`src/aot_pkg.sv`:
```
// ----------------------------------------------------------------------------
// aot_pkg
// shared types, codes and reset values of the orientation tracker
// ----------------------------------------------------------------------------
`timescale 1ns / 1ps

package aot_pkg;

	localparam int AXES             = 3;
	localparam int SAMPLE_BITS_DFLT = 16;
	localparam int ORIENT_W         = 3;
	localparam int SRC_W            = 2;
	localparam int NEG_W            = 3;
	localparam int HOLD_W           = 16;
	localparam int MARGIN_W         = 16;
	localparam int TIME_W           = 32;
	localparam int CFG_IDX_W        = 3;
	localparam int CFG_DATA_W       = 16;

	typedef logic [ORIENT_W-1:0]   orient_t;
	typedef logic [SRC_W-1:0]      src_t;
	typedef logic [CFG_IDX_W-1:0]  cfg_idx_t;

	// orientation codes
	localparam orient_t OR_UNKNOWN   = 3'd0;
	localparam orient_t OR_LAND_R    = 3'd1;
	localparam orient_t OR_LAND_L    = 3'd2;
	localparam orient_t OR_PORTRAIT  = 3'd3;
	localparam orient_t OR_PORT_FLIP = 3'd4;
	localparam orient_t OR_FACE_UP   = 3'd5;
	localparam orient_t OR_FACE_DOWN = 3'd6;

	// word kinds
	localparam logic ACT_SAMPLE = 1'b0;
	localparam logic ACT_TAKE   = 1'b1;

	// register indexes
	localparam cfg_idx_t REG_SRC_X  = 3'd0;
	localparam cfg_idx_t REG_SRC_Y  = 3'd1;
	localparam cfg_idx_t REG_SRC_Z  = 3'd2;
	localparam cfg_idx_t REG_NEGATE = 3'd3;
	localparam cfg_idx_t REG_HOLD   = 3'd4;
	localparam cfg_idx_t REG_MARGIN = 3'd5;

	// axis source codes
	localparam src_t SRC_X        = 2'd0;
	localparam src_t SRC_Y        = 2'd1;
	localparam src_t SRC_Z        = 2'd2;
	localparam src_t SRC_FALLBACK = 2'd3;

	localparam logic [NEG_W-1:0]    NEGATE_RST = 3'd0;
	localparam logic [HOLD_W-1:0]   HOLD_RST   = 16'd500;
	localparam logic [MARGIN_W-1:0] MARGIN_RST = 16'd200;

endpackage

```
`src/accel_orientation_tracker.sv`:
```
// ----------------------------------------------------------------------------
// accel_orientation_tracker
// accelerometer axis remap with debounced portrait/landscape/face detection
// ----------------------------------------------------------------------------
// usage:
//   input channel (in_valid/in_ready) carries one word per item: action 0 is a
//   sample (accel_x/y/z, now_ms), action 1 takes the pending orientation event
//   output channel (out_valid/out_ready) returns exactly one word per item, in
//   order: the remapped board axes, the settled orientation after the item,
//   and for a take word whether an event was pending and its code
//   configuration is a plain write port (cfg_wr_en, cfg_index, cfg_wdata), to
//   be written only while the block is idle, which the block does not enforce;
//   writing a source or negate register drops the settled and candidate
//   orientation back to unknown
// path: a word passes the input register, then the result register; the remap,
//   classify and hold compare all sit between them
// throughput: one word per cycle while the output is not held off
// reset: arst_n clears all state and loads the register defaults (identity
//   map, no negation, 500 ms hold, 200 milli-g margin); no words are held
// stall: a held-off output keeps its word; one more word waits in the input
//   register, after which in_ready drops until the output drains
// ----------------------------------------------------------------------------
`timescale 1ns / 1ps

module accel_orientation_tracker
	import aot_pkg::*;
#(
	parameter int SAMPLE_BITS = SAMPLE_BITS_DFLT
) (
	input  logic                          clk,
	input  logic                          arst_n,
	// configuration write port
	input  logic                          cfg_wr_en,
	input  logic [CFG_IDX_W-1:0]          cfg_index,
	input  logic [CFG_DATA_W-1:0]         cfg_wdata,
	// input channel
	input  logic                          in_valid,
	output logic                          in_ready,
	input  logic                          action,
	input  logic signed [SAMPLE_BITS-1:0] accel_x,
	input  logic signed [SAMPLE_BITS-1:0] accel_y,
	input  logic signed [SAMPLE_BITS-1:0] accel_z,
	input  logic [TIME_W-1:0]             now_ms,
	// output channel
	output logic                          out_valid,
	input  logic                          out_ready,
	output logic signed [SAMPLE_BITS-1:0] board_x,
	output logic signed [SAMPLE_BITS-1:0] board_y,
	output logic signed [SAMPLE_BITS-1:0] board_z,
	output logic [ORIENT_W-1:0]           settled_orientation,
	output logic                          event_taken,
	output logic [ORIENT_W-1:0]           taken_orientation
);

	// compare width: magnitude or margin plus one carry bit
	localparam int SUM_W = ((SAMPLE_BITS > MARGIN_W) ? SAMPLE_BITS : MARGIN_W) + 1;

	localparam logic signed [SAMPLE_BITS-1:0] SAMPLE_MAX = {1'b0, {(SAMPLE_BITS-1){1'b1}}};
	localparam logic signed [SAMPLE_BITS-1:0] SAMPLE_MIN = {1'b1, {(SAMPLE_BITS-1){1'b0}}};

	// configuration registers
	src_t                  source_q [AXES];
	logic [NEG_W-1:0]      negate_q;
	logic [HOLD_W-1:0]     hold_q;
	logic [MARGIN_W-1:0]   margin_q;

	// tracking state
	orient_t               settled_q;
	orient_t               candidate_q;
	logic [TIME_W-1:0]     since_q;
	orient_t               pending_q;

	// input register
	logic                          valid_s1;
	logic                          action_s1;
	logic signed [SAMPLE_BITS-1:0] accel_s1 [AXES];
	logic [TIME_W-1:0]             now_s1;

	// result register
	logic                          out_valid_q;
	logic signed [SAMPLE_BITS-1:0] board_q [AXES];
	orient_t                       settled_out_q;
	logic                          event_q;
	orient_t                       taken_q;

	// datapath
	logic signed [SAMPLE_BITS-1:0] board_c [AXES];
	logic [SAMPLE_BITS-1:0]        mag_c [AXES];
	logic [SUM_W-1:0]              mag_ext [AXES];
	logic [SUM_W-1:0]              sum_ext [AXES];
	logic [AXES-1:0]               positive_c;
	logic                          dom_x, dom_y, dom_z;
	orient_t                       seen_c;
	logic [TIME_W-1:0]             elapsed_c;
	logic                          held_c;

	orient_t                       settled_nx;
	orient_t                       candidate_nx;
	logic [TIME_W-1:0]             since_nx;
	orient_t                       pending_nx;
	logic signed [SAMPLE_BITS-1:0] res_board [AXES];
	orient_t                       res_settled;
	logic                          res_event;
	orient_t                       res_taken;

	logic                          advance;
	logic                          in_fire;

	// input register moves into the result register when that one is free
	assign advance  = valid_s1 && (!out_valid_q || out_ready);
	assign in_ready = !valid_s1 || advance;
	assign in_fire  = in_valid && in_ready;

	// remap, negate with saturation, magnitude
	always_comb begin
		src_t                          src;
		logic signed [SAMPLE_BITS-1:0] v;
		src = SRC_X;
		v   = '0;
		for (int i = 0; i < AXES; i++) begin
			src = source_q[i];
			if (src == SRC_FALLBACK) begin
				v = accel_s1[i];
			end else begin
				v = accel_s1[src];
			end
			if (negate_q[i]) begin
				v = (v == SAMPLE_MIN) ? SAMPLE_MAX : -v;
			end
			board_c[i]    = v;
			mag_c[i]      = v[SAMPLE_BITS-1] ? (-v) : v;
			mag_ext[i]    = {{(SUM_W-SAMPLE_BITS){1'b0}}, mag_c[i]};
			sum_ext[i]    = mag_ext[i] + {{(SUM_W-MARGIN_W){1'b0}}, margin_q};
			positive_c[i] = !v[SAMPLE_BITS-1] && (v != '0);
		end
	end

	// dominant axis must beat both others by the margin
	assign dom_x = (mag_ext[0] >= sum_ext[1]) && (mag_ext[0] >= sum_ext[2]);
	assign dom_y = (mag_ext[1] >= sum_ext[0]) && (mag_ext[1] >= sum_ext[2]);
	assign dom_z = (mag_ext[2] >= sum_ext[0]) && (mag_ext[2] >= sum_ext[1]);

	always_comb begin
		if (dom_x) begin
			seen_c = positive_c[0] ? OR_LAND_R : OR_LAND_L;
		end else if (dom_y) begin
			seen_c = positive_c[1] ? OR_PORTRAIT : OR_PORT_FLIP;
		end else if (dom_z) begin
			seen_c = positive_c[2] ? OR_FACE_UP : OR_FACE_DOWN;
		end else begin
			seen_c = settled_q;
		end
	end

	// wrapping elapsed time since the candidate first appeared
	assign elapsed_c = now_s1 - since_q;
	assign held_c    = elapsed_c >= {{(TIME_W-HOLD_W){1'b0}}, hold_q};

	// next state and result word
	always_comb begin
		settled_nx   = settled_q;
		candidate_nx = candidate_q;
		since_nx     = since_q;
		pending_nx   = pending_q;
		res_settled  = settled_q;
		res_event    = 1'b0;
		res_taken    = OR_UNKNOWN;
		for (int i = 0; i < AXES; i++) begin
			res_board[i] = '0;
		end
		unique case (action_s1)
			ACT_TAKE: begin
				// pending is unknown when nothing waits, so it doubles as the code
				res_event  = (pending_q != OR_UNKNOWN);
				res_taken  = pending_q;
				pending_nx = OR_UNKNOWN;
			end
			ACT_SAMPLE: begin
				for (int i = 0; i < AXES; i++) begin
					res_board[i] = board_c[i];
				end
				if (seen_c != candidate_q) begin
					candidate_nx = seen_c;
					since_nx     = now_s1;
				end else if ((seen_c != settled_q) && held_c) begin
					settled_nx = seen_c;
					pending_nx = seen_c;
				end
				res_settled = settled_nx;
			end
			default: begin
			end
		endcase
	end

	// configuration and tracking state
	always_ff @(posedge clk or negedge arst_n) begin
		if (!arst_n) begin
			source_q[0] <= SRC_X;
			source_q[1] <= SRC_Y;
			source_q[2] <= SRC_Z;
			negate_q    <= NEGATE_RST;
			hold_q      <= HOLD_RST;
			margin_q    <= MARGIN_RST;
			settled_q   <= OR_UNKNOWN;
			candidate_q <= OR_UNKNOWN;
			since_q     <= '0;
			pending_q   <= OR_UNKNOWN;
		end else if (cfg_wr_en) begin
			unique case (cfg_index)
				REG_SRC_X: begin
					source_q[0] <= cfg_wdata[SRC_W-1:0];
					settled_q   <= OR_UNKNOWN;
					candidate_q <= OR_UNKNOWN;
				end
				REG_SRC_Y: begin
					source_q[1] <= cfg_wdata[SRC_W-1:0];
					settled_q   <= OR_UNKNOWN;
					candidate_q <= OR_UNKNOWN;
				end
				REG_SRC_Z: begin
					source_q[2] <= cfg_wdata[SRC_W-1:0];
					settled_q   <= OR_UNKNOWN;
					candidate_q <= OR_UNKNOWN;
				end
				REG_NEGATE: begin
					negate_q    <= cfg_wdata[NEG_W-1:0];
					settled_q   <= OR_UNKNOWN;
					candidate_q <= OR_UNKNOWN;
				end
				REG_HOLD:   hold_q   <= cfg_wdata[HOLD_W-1:0];
				REG_MARGIN: margin_q <= cfg_wdata[MARGIN_W-1:0];
				default: begin
				end
			endcase
		end else if (advance) begin
			settled_q   <= settled_nx;
			candidate_q <= candidate_nx;
			since_q     <= since_nx;
			pending_q   <= pending_nx;
		end
	end

	// handshake control
	always_ff @(posedge clk or negedge arst_n) begin
		if (!arst_n) begin
			valid_s1    <= 1'b0;
			out_valid_q <= 1'b0;
		end else begin
			if (in_fire) begin
				valid_s1 <= 1'b1;
			end else if (advance) begin
				valid_s1 <= 1'b0;
			end
			if (advance) begin
				out_valid_q <= 1'b1;
			end else if (out_ready) begin
				out_valid_q <= 1'b0;
			end
		end
	end

	// payload registers
	always_ff @(posedge clk) begin
		if (in_fire) begin
			action_s1   <= action;
			accel_s1[0] <= accel_x;
			accel_s1[1] <= accel_y;
			accel_s1[2] <= accel_z;
			now_s1      <= now_ms;
		end
		if (advance) begin
			for (int i = 0; i < AXES; i++) begin
				board_q[i] <= res_board[i];
			end
			settled_out_q <= res_settled;
			event_q       <= res_event;
			taken_q       <= res_taken;
		end
	end

	assign out_valid           = out_valid_q;
	assign board_x             = board_q[0];
	assign board_y             = board_q[1];
	assign board_z             = board_q[2];
	assign settled_orientation = settled_out_q;
	assign event_taken         = event_q;
	assign taken_orientation   = taken_q;

endmodule

```
`config.mk`:
```
export PLATFORM = sky130hd
export DESIGN_NAME = accel_orientation_tracker
export DESIGN_NICKNAME = d
export VERILOG_FILES = /design/src/aot_pkg.sv /design/src/accel_orientation_tracker.sv
export SDC_FILE = /design/constraint.sdc
export NUM_CORES = 1
export LEC_CHECK = 0
export BUFFER_PORTS_ARGS = -buffer_cell sky130_fd_sc_hd__buf_2
export CAP_MARGIN = 40
export CORE_AREA = 2 2 222 224
export CTS_CLUSTER_DIAMETER = 150
export DETAILED_ROUTE_END_ITERATION = 8
export DIE_AREA = 0 0 224 226
export GPL_ROUTABILITY_DRIVEN = 0
export PLACE_DENSITY = 0.63
export SYNTH_ARGS = -nofsm -noshare
export SYNTH_HDL_FRONTEND = slang
export SYNTH_SLANG_ARGS = --single-unit
```
`constraint.sdc`:
```
create_clock -name clk -period 13.2 [get_ports clk]
set_input_delay 3.96 -clock clk [delete_from_list [all_inputs] [get_ports clk]]
set_output_delay 3.96 -clock clk [all_outputs]
set_load 0.05 [all_outputs]
```
==> summary.md, run 1 <==
| Metric | Value |
|---|---|
| Port bufs | `roughly 160` |
| PostCTS Resize Cnt | `0` |
| Max cap viols | `0` |
| Mean Syn Cell Area | `~9.6 µm²` |
| Tcrit/Tclk final | `0.941` |
| H-tree levels | `1` |
| Final setup TNS | `0 ns` |
| Post-CTS Hold Buffers | `0` |
| Crit end category | `flop` |
| Fill count | `4519` |
| DIE HEIGHT | `around 230 µm` |
| First-pass GRT wire length | `88.6 mm` |
| Period minus WS final | `12.42 ns` |
| Iter 0 DRT Violations | `between 1500 and 2000` |
| Post-Syn Area | `roughly 19000 µm²` |
| Share of layout cells above drive strength 1 | `0.173` |
| Highest clock rate | `~81 MHz` |
| CP delay by family, top | `compound AO/OA/AOI/OAI gates` |
| Root buffer selected by CTS | `clkbuf_16` |
| CORE AREA | `48300 µm²` |
| Async set-or-reset flop fraction in the synthesized netlist | `0.382` |
| Largest cells by area after synthesis | `edfxtp_1 21%, ha_1 12%, dfrtp_1 9.6%, xnor2_1 3.0%, nand2_1 2.8%` |
| Vias in the first global route | `16000` |
| Clock buffers created by TritonCTS | `25` |
| Synth Instances | `between 1500 and 2000` |
| Synth Flop Type | `edfxtp_1` |
| Yosys warns | `0` |
| DR pass1 iterations | `6` |
| Worst EP required | `approximately 14 ns` |
| Routed WL | `57.1 mm` |
| Sink Count | `220` |
| Fin nets | `roughly 2400` |
| Inserted Diodes | `0` |
| Critical Path Source Type | `flop` |
| CTS tree | `built` |
| DIE WIDTH | `~220 µm` |
| Worst-path fanout max | `35` |
| Max-slew headroom | `0.374` |
| Slew @ Worst Pin | `~0.94 ns` |
| Status | `finished clean` |
| Largest net degree at the start of global routing | `60` |
| Crit path arrival time | `12.83 ns` |
| DRC violations left | `0` |
| Post-synth top area cell | `edfxtp_1` |
| Wire per inst | `about 21 µm` |
| Starting Density | `0.394` |
| Crit path kind | `flop to flop` |
| Synthesis-stage register bit count | `220` |
| Slowest CP cell | `dfrtp_1` |
| GRT overflow | `0` |
| Top-area cell type share of the netlist area | `0.214` |
| Hold Fails Final Rpt | `0` |
| Pins Over Slew Limit | `0` |
| Post-synth EDFFs | `between 100 and 150` |
| Area Growth Syn to Fin | `12.0%` |
| Vias per Instance | `~6` |
| Initial antenna violation count | `2` |
| Worst skew pair latency | `0.55 ns` |
| Unrepaired setup endpoints after global routing | `no` |
| Worst-path clk slew | `0.06 ns` |
| Worst min-delay path class | `flop to flop` |
| Setup violators final | `0` |
| Die area | `a little over 50000 µm²` |
| Count of non-filler cells in the finished layout | `2781` |
| Ports | `162` |
| Post-CTS Setup Bufs | `0` |
| Post-DP HPWL | `roughly 46 mm` |
| Final ANT Viol Nets | `0` |
| Critical path buffers and inverters | `4` |
| Worst-case clock buffer depth | `3` |
| Clk_skew | `0.0281 ns` |
| Library cells used by synthesis | `108` |
| FP Rows | `81` |
| Slowest Stage Delay on Critical Path | `between 0.7 and 0.8 ns` |
| Vias | `around 17000` |
| Placed insts | `between 2000 and 3000` |
| GRT Total Usage | `0.222` |
| Syn nets | `between 2000 and 2500` |
| Post-synthesis sequential area ratio | `0.325` |
-- synth_stat cells (15+ instances only) --
cell / n
nor3_1: 39
nor4_1: 26
mux2_4: 29
nand3_1: 42
a21o_1: 41
nand2_1: 140
dfrtp_1: 73
clkbuf_1: 28
a21oi_1: 95
nor2_1: 139
mux2_2: 38
nand4_1: 28
xor2_1: 43
o221ai_1: 17
o21bai_1: 15
o21ai_1: 20
a31oi_1: 16
o211ai_1: 23
o21ai_0: 93
nor2b_1: 31
xnor2_1: 66
edfxtp_1: 136
ha_1: 187
nand2b_1: 27
or2_2: 15
a211oi_1: 23
and2_1: 27
inv_1: 119
o21a_1: 43
mux2i_1: 50
-- area by class of cell --
class / count / area, µm² / share of cell area
timing repair buffer: 185 / 996 / 0.0466
tap: 622 / 778 / 0.0364
sequential: 220 / 6200 / 0.290
multi-input combinational: 1591 / 12100 / 0.566
clock inverter: 7 / 140 / 0.00656
clock buffer: 37 / 711 / 0.0333
inverter: 119 / 447 / 0.0209
-- stage by stage --
stage          cell area, µm²  hold WS [ns]  utilization  setup slack (ns)
2_1_floorplan           19100         0.457            -              3.96
3_3_place_gp            20400         0.475        0.422              1.17
3_5_place_dp            20500         0.486        0.424              1.12
4_1_cts                 21400         0.491        0.442              1.09
5_1_grt                 21400         0.519        0.442            0.0986
6_report                21400         0.490        0.442             0.784
-- worst reg2reg max path: cells and delay by family, from the launching register on --
kind	cells	cell delay (ns)
simple gates	13	3.62
compound gates	19	4.35
buf+inv	4	0.96
xor+xnor	1	0.45
flops	1	0.77
mux	1	0.44
fa+ha+maj	5	1.69
-- per-layer routing --
metal | GRT usage | routed length [µm]
met1 | 0.307 | 25100
met2 | 0.357 | 25400
met3 | 0.0301 | 4660
met4 | 0.0755 | 1960
met5 | 0 | 11
-- placed cells by master (no fill, tap or decap), types with 16 or more instances in the layout --
master / count
ha_1: 187
buf_2: 165
nand2_1: 140
nor2_1: 139
edfxtp_1: 136
inv_1: 118
a21oi_1: 95
o21ai_0: 93
dfrtp_1: 73
xnor2_1: 66
mux2i_1: 50
o21a_1: 43
xor2_1: 43
nand3_1: 42
a21o_1: 41
nor3_1: 38
mux2_2: 38
nor2b_1: 31
mux2_4: 29
nand4_1: 28
nand2b_1: 27
and2_1: 26
nor4_1: 26
clkbuf_16: 25
o211ai_1: 23
a211oi_1: 23
o21ai_1: 20
o221ai_1: 17
a31oi_1: 16
-- worst paths after layout --
| check | start | endpoint | slack, ns | cells after the start |
|---|---|---|---|---|
| setup / recovery | source_q[4]$_DFFE_PN0P_ | since_q[3]$_DFFE_PN0P_ | 0.78 | 43 |
| hold / removal | valid_s1$_DFFE_PN0P_ | out_valid$_DFFE_PN0P_ | 0.49 | 1 |
| setup reg to reg | source_q[4]$_DFFE_PN0P_ | since_q[3]$_DFFE_PN0P_ | 0.78 | 43 |
| hold reg to reg | valid_s1$_DFFE_PN0P_ | out_valid$_DFFE_PN0P_ | 0.49 | 1 |
| max in group asynchronous | arst_n | since_q[3]$_DFFE_PN0P_ | 8.80 | 2 |
| min in group asynchronous | arst_n | since_q[22]$_DFFE_PN0P_ | 3.35 | 1 |
-- state kept, by name (all words and copies together) (netlist names) --
name and cells:
accel_s1 48, board_q 48, now_s1 32, since_q 32, hold_q 16, margin_q 16, source_q 6, candidate_q 3
negate_q 3, pending_q 3, settled_orientation 3, settled_q 3, taken_orientation 3, action_s1 1, event_taken 1, out_valid 1
valid_s1 1
-- cell families after synthesis --
group                    after synthesis  synth area share
AO/OA/AOI/OAI                        550             0.206
AND/OR/NAND/NOR                      611             0.170
XOR/XNOR                             110            0.0509
flip-flops                           220             0.325
adder cells (fa/ha/maj)              194             0.129
buffers and inverters                181            0.0415
multiplexers                         126            0.0778
Power of run 1 is not shown: default switching activity piles up to over one toggle a cycle in this logic, so the estimate is an artifact.
==> run 2: changes to the inputs <==
Settings changed: REMOVE_ABC_BUFFERS set to 1.
==> summary.md, run 2 (synthesis results as in run 1) <==
| Metric | Value |
|---|---|
| Status | `finished clean` |
| Max-slew headroom | `0.372` |
| Clk_skew | `0.0317 ns` |
| Slowest Stage Delay on Critical Path | `approximately 0.85 ns` |
| Post-CTS Hold Buffers | `0` |
| Crit path arrival time | `about 12 ns` |
| Routed WL | `57.3 mm` |
| Crit end category | `flop` |
| Worst EP required | `13.61 ns` |
| Initial antenna violation count | `0` |
| Ports | `roughly 160` |
| CORE AREA | `between 40000 and 50000 µm²` |
| Max cap viols | `0` |
| Hold Fails Final Rpt | `0` |
| DRC violations left | `0` |
| Commonest non-fill, non-tap cell in the layout | `ha_1` |
| Vias per Instance | `slightly below 6` |
| Starting Density | `0.394` |
| GRT overflow | `0` |
| Post-CTS Setup Bufs | `0` |
| Largest net degree at the start of global routing | `65` |
| Worst slack, placed | `between 1.5 and 2 ns` |
| Util after Layout | `0.440` |
| Clock buffers created by TritonCTS | `25` |
| Setup WS post-layout | `around 1.6 ns` |
| First-pass GRT wire length | `roughly 89 mm` |
| PostCTS Resize Cnt | `0` |
| Wire per inst | `20.6 µm` |
| Setup violators final | `0` |
| Iter 0 DRT Violations | `roughly 1500` |
| Area Growth Syn to Fin | `11.5%` |
| Root buffer selected by CTS | `clkbuf_16` |
| Hold Slack | `slightly below 0.5 ns` |
| FP Rows | `81` |
| Die area | `~50000 µm²` |
| Final setup TNS | `0 ns` |
| DIE WIDTH | `224 µm` |
| H-tree levels | `1` |
| Tcrit/Tclk final | `0.881` |
| CP delay by family, top | `compound AO/OA/AOI/OAI gates` |
| Vias in the first global route | `about 16000` |
| GRT Total Usage | `0.224` |
| Share of layout cells above drive strength 1 | `0.173` |
| DR pass1 iterations | `6` |
| Critical Path Source Type | `flop` |
| Slew @ Worst Pin | `between 0.9 and 1 ns` |
| Critical path buffers and inverters | `2` |
| Crit path kind | `flop to flop` |
| Fin nets | `between 2000 and 2500` |
| Pins Over Slew Limit | `0` |
| Final ANT Viol Nets | `0` |
| Most frequent cells in the layout | `187 x ha_1, 166 x buf_2, 140 x nand2_1` |
| Inserted Diodes | `0` |
| Worst min-delay path class | `flop to flop` |
| Fill count | `around 4600` |
| Period minus WS final | `roughly 12 ns` |
| Worst-path fanout max | `35` |
| Sink Count | `220` |
| Post-DP HPWL | `between 40 and 50 mm` |
| Highest clock rate | `between 80 and 90 MHz` |
| DIE HEIGHT | `~230 µm` |
| Worst-case clock buffer depth | `3` |
| CTS tree | `built` |
| Vias | `between 15000 and 20000` |
| Slowest CP cell | `nor4_1` |
| Top Registers | `accel_s1: 48 flops, board_q: 48 flops` |
| Worst skew pair latency | `between 0.5 and 0.6 ns` |
| Unrepaired setup endpoints after global routing | `no` |
| Worst-path clk slew | `0.06 ns` |
| Port bufs | `161` |
run 2: changes by cell type in the layout (fill, tap and decap cells not counted), sizes merged:
cell      previous run  this run
buf                185       182
bufinv               4         1
clkbuf              37        38
clkinv               2         3
clkinvlp             0         1
inv                120       121
run 2: path summary, 6_finish.rpt:
path / startpoint / to / slack, ns / cells past startpoint
max: source_q[4]$_DFFE_PN0P_ / since_q[3]$_DFFE_PN0P_ / 1.57 / 41
min: valid_s1$_DFFE_PN0P_ / out_valid$_DFFE_PN0P_ / 0.49 / 1
max reg2reg: source_q[4]$_DFFE_PN0P_ / since_q[3]$_DFFE_PN0P_ / 1.57 / 41
min reg2reg: valid_s1$_DFFE_PN0P_ / out_valid$_DFFE_PN0P_ / 0.49 / 1
max in group asynchronous: arst_n / settled_q[1]$_DFFE_PN0P_ / 8.79 / 2
min in group asynchronous: arst_n / since_q[17]$_DFFE_PN0P_ / 3.32 / 1
run 2: worst reg2reg max path: cells and delay by family (launching register included):
kind,cells,cell delay (ns)
flops,1,0.75
fa+ha+maj,5,1.60
simple gates,13,3.60
mux,1,0.45
buf+inv,2,0.60
compound gates,19,4.25
xor+xnor,1,0.26
run 2: stage by stage:
step	cells	area (µm²)
CTS	2778	21300
finish	2779	21300
detailed placement	2733	20500
global placement	2726	20400
floorplan	1930	18700
global route	2779	21300
run 2: final cells by class:
| type | instances | area (µm²) | share of cell area |
|---|---|---|---|
| clock buffer | 38 | 724 | 0.0341 |
| multi-input combinational | 1591 | 12100 | 0.568 |
| clock inverter | 7 | 66.3 | 0.00312 |
| timing repair buffer | 182 | 958 | 0.0451 |
| inverter | 119 | 447 | 0.0210 |
| tap | 622 | 778 | 0.0366 |
| sequential | 220 | 6200 | 0.292 |
run 2: per-layer routing:
metal,part of all wire,GRT usage,vias to the layer above
li1,-,-,7862
met1,0.43,0.305,7912
met2,0.46,0.363,674
met3,0.072,0.0291,122
met4,0.039,0.0843,0
met5,0,0,-
Power of run 2 is left out for the same reason.
==> run 3: changes to the inputs <==
Settings changed: CORE_AREA 2 2 222 224 to 2 2 212 234, DIE_AREA 0 0 224 226 to 0 0 214 236, PLACE_DENSITY 0.63 to 0.65.
Clock period 13.2 ns to 9.5 ns, I/O delays scaled along.
==> summary.md, run 3 (synthesis results as in run 1) <==
| Metric | Value |
|---|---|
| Slowest CP cell | `dfstp_4` |
| DRC violations left | `0` |
| Sink Count | `220` |
| Routed WL | `58.6 mm` |
| Root buffer selected by CTS | `clkbuf_16` |
| Hold Slack | `just under 0.5 ns` |
| Hold Fails Final Rpt | `0` |
| Setup violators final | `0` |
| GRT Total Usage | `0.223` |
| Vias in the first global route | `between 15000 and 20000` |
| Post-DP HPWL | `approximately 47 mm` |
| Die area | `roughly 51000 µm²` |
| CTS tree | `built` |
| Worst min-delay path class | `flop to flop` |
| Hold Path Depth | `1` |
| H-tree levels | `1` |
| Worst skew pair latency | `approximately 0.55 ns` |
| Port bufs | `161` |
| DR pass1 iterations | `6` |
| Final setup TNS | `0 ns` |
| Setup WS post-layout | `between 0.3 and 0.4 ns` |
| Share of layout cells above drive strength 1 | `0.223` |
| Vias per Instance | `~5.9` |
| Worst-path clk slew | `roughly 0.060 ns` |
| R2r endpoint | `since_q[15]$_DFFE_PN0P_` |
| Worst reg2reg path startpoint | `source_q[2]$_DFFE_PN1P_` |
| Max cap viols | `0` |
| Iter 0 DRT Violations | `1453` |
| CORE AREA | `between 40000 and 50000 µm²` |
| Slowest Stage Delay on Critical Path | `just over 0.7 ns` |
| Critical Path Source Type | `flop` |
| Hold wc startpoint | `valid_s1$_DFFE_PN0P_` |
| GRT overflow | `0` |
| Wire per inst | `roughly 20 µm` |
| Worst Hold End | `out_valid$_DFFE_PN0P_` |
| Worst-case clock buffer depth | `3` |
| Worst EP required | `just under 10 ns` |
| Clock buffers created by TritonCTS | `24` |
| Crit path kind | `flop to flop` |
| Cell count of the worst reg-to-reg path | `40` |
| Max-slew headroom | `0.389` |
| DIE HEIGHT | `around 240 µm` |
| Setup crit start | `source_q[2]$_DFFE_PN1P_` |
| Commonest non-fill, non-tap cell in the layout | `ha_1` |
| Final ANT Viol Nets | `0` |
| Worst-path fanout max | `12` |
| Status | `finished clean` |
| Post-CTS Hold Buffers | `0` |
| Register area | `roughly 6200 µm²` |
| Initial antenna violation count | `2` |
| Worst slack, placed | `-0.264 ns` |
| Top Registers | `accel_s1: 48 flops, board_q: 48 flops` |
| FP Rows | `85` |
| Tcrit/Tclk final | `0.967` |
| Pins Over Slew Limit | `0` |
| Period minus WS final | `roughly 9.2 ns` |
| Most frequent cells in the layout | `186 x ha_1, 161 x buf_2, 140 x nand2_1` |
| First-pass GRT wire length | `between 90 and 100 mm` |
| Crit path arrival time | `9.61 ns` |
| Clk_skew | `roughly 0.020 ns` |
| Crit end category | `flop` |
| Fill count | `approximately 4600` |
| Slew @ Worst Pin | `just over 0.9 ns` |
| Inserted Diodes | `0` |
| Fin nets | `2524` |
| Highest clock rate | `about 110 MHz` |
| Multi-input gate area | `12400 µm²` |
| Worst R2R Setup Slack | `roughly 0.32 ns` |
| Largest net degree at the start of global routing | `63` |
| Starting Density | `0.394` |
| DIE WIDTH | `214 µm` |
| Ports | `about 160` |
| Vias | `around 17000` |
| Area Growth Syn to Fin | `17.0%` |
[run 3: area by class of cell]
cell class / count / share of cell area
Multi-Input combinational cell: 1591 / 0.554
Sequential cell: 220 / 0.278
Timing Repair Buffer: 272 / 0.0780
Tap cell: 652 / 0.0366
Clock buffer: 36 / 0.0298
Inverter: 119 / 0.0200
Clock inverter: 8 / 0.00365
[run 3: routing by layer]
layer,part of all wire,track usage,vias up
met5,0,0,-
met4,0.049,0.102,0
met3,0.071,0.0286,157
met2,0.46,0.371,730
met1,0.42,0.288,8185
li1,-,-,8038
[run 3: stage by stage]
| stage | cells | utilization | area [µm²] |
|---|---|---|---|
| floorplan | 1930 | - | 18700 |
| global placement | 2837 | 0.437 | 21100 |
| detailed placement | 2839 | 0.437 | 21100 |
| CTS | 2883 | 0.454 | 21900 |
| global route | 2898 | 0.461 | 22300 |
| finish | 2898 | 0.461 | 22300 |
[run 3: how the worst max path moves through the flow]
stage                                         end  depth (start not counted)  slack [ns]
after floorplan            since_q[0]$_DFFE_PN0P_                         41       -0.76
after global placement    since_q[31]$_DFFE_PN0P_                         36       -0.14
after detailed placement  since_q[31]$_DFFE_PN0P_                         34       -0.26
after CTS                 since_q[31]$_DFFE_PN0P_                         40       0.005
after global routing      since_q[16]$_DFFE_PN0P_                         44       -0.03
final                     since_q[15]$_DFFE_PN0P_                         40        0.32
[run 3: repair_timing]
action / in CTS / in global routing
resized for setup: 11 / 48
cloned: 0 / 1
buffers inserted: 0 / 14
endpoints found under the setup margin: 43 / 44
pin swaps: 0 / 11
[run 3: critical path, delay by kind of cell, from the launching register on]
| kind | cells | cell delay (ns) |
|---|---|---|
| flip-flops | 1 | 0.72 |
| AND/OR/NAND/NOR | 17 | 3.79 |
| XOR/XNOR | 2 | 0.43 |
| adder cells (fa/ha/maj) | 2 | 0.65 |
| multiplexers | 3 | 0.82 |
| AO/OA/AOI/OAI | 11 | 1.86 |
| buffers and inverters | 5 | 0.76 |
Power of run 3 is left out for the same reason.
